File: src/design/assert_macros.svh
// Assertion helpers used by the deframer design file.
`ifndef ASSERT_MACROS_SVH
`define ASSERT_MACROS_SVH

// Same-cycle implication, checked at every rising clock edge outside reset.
`define ASSERT_SAME(label, clk, rst, ante, cons) \
   label: assert property (@(posedge clk) disable iff (rst) (ante) |-> (cons)) \
      else $error("same-cycle check failed");

// Next-cycle implication, checked at every rising clock edge outside reset.
`define ASSERT_NEXT(label, clk, rst, ante, cons) \
   label: assert property (@(posedge clk) disable iff (rst) (ante) |=> (cons)) \
      else $error("next-cycle check failed");

`endif

File: src/design/ffd_pkg.sv
`timescale 1ns / 1ps
package ffd_pkg;
   localparam int FRAME_BYTES = 26;
   localparam int POS_W       = $clog2(FRAME_BYTES);
   localparam int NUM_WORDS   = 11;

   localparam logic [7:0] SYNC_LOW  = 8'hCD;
   localparam logic [7:0] SYNC_HIGH = 8'hAB;

   localparam logic [POS_W-1:0] POS_HUNT  = POS_W'(0);
   localparam logic [POS_W-1:0] POS_SYNC  = POS_W'(1);
   localparam logic [POS_W-1:0] POS_LAST  = POS_W'(FRAME_BYTES - 1);
   localparam logic [POS_W-1:0] POS_XLAST = POS_W'(FRAME_BYTES - 2);

   localparam logic STATUS_OK  = 1'b0;
   localparam logic STATUS_BAD = 1'b1;

   typedef logic [15:0] word_type;
endpackage

File: src/design/feedback_frame_deframer.sv
`timescale 1ns / 1ps
// Serial feedback frame deframer.
// The req channel carries one received byte per word, in arrival order. The block
// hunts for the little-endian start word 0xABCD, collects the rest of the frame and
// checks the trailing word against the XOR of all earlier even-offset words.
// Each completed frame gives one word on the rsp channel: a status bit (0 ok,
// 1 checksum error with all fields forced to zero) and eleven 16-bit fields.
// Throughput: one byte per cycle while req_stall is low. Each byte is handled by one pass of
// logic between the frame state registers and the result register.
// Latency: the result is valid in the cycle after the last frame byte is accepted.
// The result register lets a new byte be accepted in the same cycle the previous
// result is taken. req_stall is raised only while a result is held and the
// receiver stalls it; the held result then does not change.
// Reset clears the position (back to hunting), the checksum and the result valid.
`include "assert_macros.svh"

module feedback_frame_deframer import ffd_pkg::*; (
   input  logic               clock,
   input  logic               reset,
   input  logic               req_valid,
   output logic               req_stall,
   input  logic [7:0]         req_rx_byte,
   output logic               rsp_valid,
   input  logic               rsp_stall,
   output logic               rsp_frame_status,
   output logic signed [15:0] rsp_command_one,
   output logic signed [15:0] rsp_command_two,
   output logic signed [15:0] rsp_right_speed,
   output logic signed [15:0] rsp_left_speed,
   output logic signed [15:0] rsp_right_count,
   output logic signed [15:0] rsp_left_count,
   output logic signed [15:0] rsp_battery_centivolts,
   output logic signed [15:0] rsp_board_decidegrees,
   output logic        [15:0] rsp_led_word,
   output logic        [15:0] rsp_driver_mode,
   output logic        [15:0] rsp_ack_word
);

   logic [POS_W-1:0] pos_ff, pos_in;
   word_type         xor_ff, xor_in;
   logic [7:0]       pending_ff, pending_in;
   logic [7:0]       bytes_ff [FRAME_BYTES];
   logic             rsp_valid_ff, rsp_valid_in;
   logic             status_ff;
   word_type         word_ff [NUM_WORDS];

   logic     accept;
   logic     store_en;
   logic     frame_done;
   logic     frame_ok;
   word_type trailer;

   assign req_stall = rsp_valid_ff & rsp_stall;
   assign accept    = req_valid & ~req_stall;

   // The last byte is still on the input when the frame completes.
   assign trailer  = {req_rx_byte, bytes_ff[POS_XLAST]};
   assign frame_ok = (trailer == xor_ff);

   always_comb begin
      pos_in     = pos_ff;
      xor_in     = xor_ff;
      pending_in = pending_ff;
      store_en   = 1'b0;
      frame_done = 1'b0;
      if (accept) begin
         if (pos_ff == POS_HUNT) begin
            if (req_rx_byte == SYNC_LOW) begin
               pos_in     = POS_SYNC;
               xor_in     = '0;
               pending_in = req_rx_byte;
            end
         end else if (pos_ff == POS_SYNC && req_rx_byte != SYNC_HIGH) begin
            if (req_rx_byte == SYNC_LOW) begin
               pos_in     = POS_SYNC;
               xor_in     = '0;
               pending_in = req_rx_byte;
            end else begin
               pos_in = POS_HUNT;
            end
         end else begin
            store_en = 1'b1;
            if (!pos_ff[0]) begin
               pending_in = req_rx_byte;
            end else if (pos_ff < POS_LAST) begin
               xor_in = xor_ff ^ {req_rx_byte, pending_ff};
            end
            if (pos_ff == POS_LAST) begin
               frame_done = 1'b1;
               pos_in     = POS_HUNT;
               xor_in     = '0;
            end else begin
               pos_in = pos_ff + POS_W'(1);
            end
         end
      end
   end

   always_comb begin
      rsp_valid_in = rsp_valid_ff;
      if (rsp_valid_ff && !rsp_stall) begin
         rsp_valid_in = 1'b0;
      end
      if (frame_done) begin
         rsp_valid_in = 1'b1;
      end
   end

   always_ff @(posedge clock) begin
      if (reset) begin
         pos_ff       <= POS_HUNT;
         xor_ff       <= '0;
         rsp_valid_ff <= 1'b0;
      end else begin
         pos_ff       <= pos_in;
         xor_ff       <= xor_in;
         rsp_valid_ff <= rsp_valid_in;
      end
   end

   always_ff @(posedge clock) begin
      pending_ff <= pending_in;
      if (store_en) begin
         bytes_ff[pos_ff] <= req_rx_byte;
      end
      if (frame_done) begin
         status_ff <= frame_ok ? STATUS_OK : STATUS_BAD;
         for (int k = 0; k < NUM_WORDS; k++) begin
            word_ff[k] <= frame_ok ? {bytes_ff[2*k+3], bytes_ff[2*k+2]} : '0;
         end
      end
   end

   assign rsp_valid              = rsp_valid_ff;
   assign rsp_frame_status       = status_ff;
   assign rsp_command_one        = word_ff[0];
   assign rsp_command_two        = word_ff[1];
   assign rsp_right_speed        = word_ff[2];
   assign rsp_left_speed         = word_ff[3];
   assign rsp_right_count        = word_ff[4];
   assign rsp_left_count         = word_ff[5];
   assign rsp_battery_centivolts = word_ff[6];
   assign rsp_board_decidegrees  = word_ff[7];
   assign rsp_led_word           = word_ff[8];
   assign rsp_driver_mode        = word_ff[9];
   assign rsp_ack_word           = word_ff[10];

   `ASSERT_NEXT(a_done_gives_result, clock, reset, frame_done, rsp_valid_ff)
   `ASSERT_NEXT(a_done_rehunts, clock, reset, frame_done, pos_ff == POS_HUNT)
   `ASSERT_SAME(a_result_from_frame, clock, reset, $rose(rsp_valid_ff), $past(frame_done))
   `ASSERT_SAME(a_bad_fields_zero, clock, reset,
      rsp_valid_ff && status_ff == STATUS_BAD, word_ff[0] == '0 && word_ff[10] == '0)

endmodule
File: config.mk
export PLATFORM = sky130hd
export DESIGN_NAME = feedback_frame_deframer
export DESIGN_NICKNAME = d
export VERILOG_FILES = /design/src/design/ffd_pkg.sv /design/src/design/feedback_frame_deframer.sv
export VERILOG_INCLUDE_DIRS = /design/src /design/src/design
export SDC_FILE = /design/constraint.sdc
export NUM_CORES = 1
export LEC_CHECK = 0
export BUFFER_PORTS_ARGS = -buffer_cell sky130_fd_sc_hd__buf_2
export CORE_MARGIN = 5
export CORE_UTILIZATION = 55
export CTS_CLUSTER_DIAMETER = 200
export DETAILED_ROUTE_END_ITERATION = 7
export PLACE_DENSITY = 0.77
export SLEW_MARGIN = 20
export SYNTH_ARGS = -nofsm -noshare
export SYNTH_HDL_FRONTEND = slang
export SYNTH_SLANG_ARGS = --single-unit
File: constraint.sdc
create_clock -name clock -period 30.2 [get_ports clock]
set_clock_uncertainty 0.15 [all_clocks]
set_input_delay 3.02 -clock clock [delete_from_list [all_inputs] [get_ports clock]]
set_output_delay 3.02 -clock clock [all_outputs]
set_load 0.02 [all_outputs]
==> results_dict.tcl <==
set metrics [dict create \
    status "finished, final reports clean" \
    max_slew_margin_pct 27.29 \
    dominantRegCellSynth "edfxtp_1" \
    area_delta_synth_final_pct 16.76 \
    synth.cell_area_sq_mm 0.01423 \
    slowest_stage "and2_1" \
    final_cells 1370 \
    hp-class "reg -> reg" \
    r2r-start "rsp_valid$_SDFFE_PP0P_" \
    post-route-util_pct 65.61 \
    path_clk_slew_ns 0.06 \
    synth_nets 823 \
    fill_cells 1713 \
    critPathMaxFanout 3 \
    total_power_mw 1.038 \
    die_area_sq_mm 0.02919 \
    fp.dieH_microns 170.9 \
    dpl_worst_slack_ns 23.58 \
    power.leakage_nw 5.362 \
    rr_worst_depth 5 \
    routed_wl_microns 28080 \
    clkLatencyLatePin_ns 0.51 \
    grt_max_degree 117 \
    maxClockFrequency_ghz 0.1508 \
    worst_ep_required_time_ns 27.03 \
    min-delay-start "bytes_ff[4][1]$_DFFE_PP_" \
    whs_ns 0.3588 \
    n_antenna_cell 0 \
    die_x_microns 170.9 \
    drc_errors 0 \
    worst_slack_ns 23.57 \
    path_delay_family "buffers and inverters" \
    grt_pass1_wl_microns 42460 \
    cap_violations 0 \
    initial_utilization_pct 56.20 \
    multiInputGateArea_sq_mm 0.002500 \
    post_cts_resize_count 0 \
    synth_top_area_cell "edfxtp_1" \
    vias_per_cell 5.477 \
    final_cell_mix "edfxtp_1, buf_2, and2_1" \
    yosysSeqAreaShare_pct 80.95 \
    crit_path_end_kind "output port" \
    r2r_end "word_ff[10][3]$_SDFFCE_PP0P_" \
    grt_pass1_vias 7333 \
    dp.cells 1301 \
    synth_async_sr_flop_share_pct 0 \
    crit_type "in -> out" \
    tightest_slew_ns 1.091 \
    period_share_pct 21.96 \
    drt_iter0_drc 652 \
    regArea_sq_mm 0.01152 \
    syn_avg_cell_area_sq_um 17.64 \
    htree_levels 2 \
    whs_endpoint "word_ff[1][1]$_SDFFCE_PP0P_" \
    grt_use_total_pct 19.10 \
    hold_violations 0 \
    antenna_found_initial 0 \
    ant_nets 0 \
    num_rows 58 \
    vias 7503 \
    ys_top_cells_by_area "edfxtp_1, and2_1, dfxtp_1" \
    final_common_cell "edfxtp_1" \
    dpl.hpwl_microns 16210 \
    syn_inst 807 \
    post-cts-setup-buffer-count 0 \
    portBuffers 190 \
    cts_root_buffer "clkbuf_16" \
    maxSlewViolCount 0 \
    layout.nets 1028 \
    peakVddDrop_uv 44.29 \
    worstHoldPathCells 1 \
    io_pins 191 \
    crit_buf_inv 2 \
    p_per_area_mw_per_mm2 62.49 \
    cts_buffers 39 \
    ys_types 49 \
    yosys_warnings 0 \
    core_area_sq_mm 0.02533 \
    holdBufCountCts 0 \
    fin_area_sq_mm 0.01662 \
    ys_ff_latch 391 \
    regToRegSetupSlack_ns 27.04 \
    setup_viol 0 \
    yosys.area.top_type_share_pct 77.85 \
    cpMostUsedCell "buf_2" \
    cts_tree "yes" \
    min_period_ns 6.631 \
    worst_setup_path_start_kind "primary input" \
    path_cells "buf_2 > and2_1 > buf_2" \
    dr.pass1.iters 5 \
    grt_setup_unrepaired "false" \
    finalSetupTns_ns 0 \
    clock_sinks 391 \
    clockBufferDepth 3 \
    grt-ovfl-total 0 \
    critical-path-max-stage-delay_ns 0.17 \
    synth_edf_count 369 \
    wl_per_cell_microns 20.50 \
    drive_gt1_share_pct 25.38 \
    globalplace.congestion 0.8076 \
    cp_data_arrival_time_ns 3.46 \
    place_area_sq_mm 0.01546 \
]
## worst max-delay path by stage
stage	from	to	slack (ns)	depth (start not counted)
2_1_floorplan	req_valid	rsp_frame_status$_DFFE_PP_	18.34	3
3_3_place_gp	rsp_stall	req_stall	23.58	3
3_5_place_dp	rsp_stall	req_stall	23.58	3
4_1_cts	rsp_stall	req_stall	23.57	3
5_1_grt	rsp_stall	req_stall	23.55	3
6_report	rsp_stall	req_stall	23.57	3
## state kept, by name, indices dropped and copies added, names as in the netlist
name,cells
rsp_valid,1
pending_ff,8
rsp_frame_status,1
pos_ff,5
word_ff,176
bytes_ff,184
xor_ff,16
## kinds of logic after synthesis
kind of cell	count (synthesis)	synth area share [%]
buffers and inverters	39	1.547
AOI/OAI and AO/OA	49	3.059
muxes	1	0.07033
adders and majority gates	4	0.3517
DFF	391	80.95
xor gates and xnor gates	16	0.9846
and+or+nand+nor	307	13.04
## synth_stat cells, types with 2 or more instances
cell type  instances
and2_1           177
nand3_1           18
o21ai_0            2
a311oi_1           2
nand2b_1           5
ha_1               4
nor3_1             4
a41oi_1            2
and4b_1            2
buf_2              4
clkbuf_2          10
edfxtp_1         369
or3_1              2
dfxtp_1           22
nor2_1            27
o2111ai_1         16
a21boi_0           2
nand3b_1           2
clkbuf_1          10
o21a_1             4
xnor2_1           16
a22o_1             3
buf_4              5
o22a_1             5
inv_1              4
a21oi_1            2
nand4b_1          17
nand4_1           20
nand2_1           27
buf_6              5
## final cells by class
cell class	count	share of cell area, %
Clock buffer	50	6.182
Clock inverter	19	0.7605
Inverter	5	0.1129
Multi-Input combinational cell	377	15.04
Sequential cell	391	69.33
Tap cell	330	2.485
Timing Repair Buffer	198	6.084
## worst register-to-register path, delay by kind of cell, from the launching register on
family | cells | cell delay, ns
DFF | 1 | 0.33
AOI/OAI and AO/OA | 1 | 0.47
and+or+nand+nor | 2 | 0.54
buffers and inverters | 2 | 1.28
## report_power, final
part	switching (mW)	internal, mW	leakage [nW]
Combinational	0.00979	0.00205	1.51
Sequential	0.000658	0.589	3.28
Clock	0.187	0.250	0.566
## routing by layer
layer / global-route usage (%) / wire length (microns) / vias up
li1: - / - / 3439
met4: 5.029 / 520 / 0
met2: 32.94 / 14160 / 293
met5: 0 / 0 / -
met3: 3.443 / 1995 / 43
met1: 25.47 / 11410 / 3728
No activity file was read; power rests on OpenSTA's default activity.
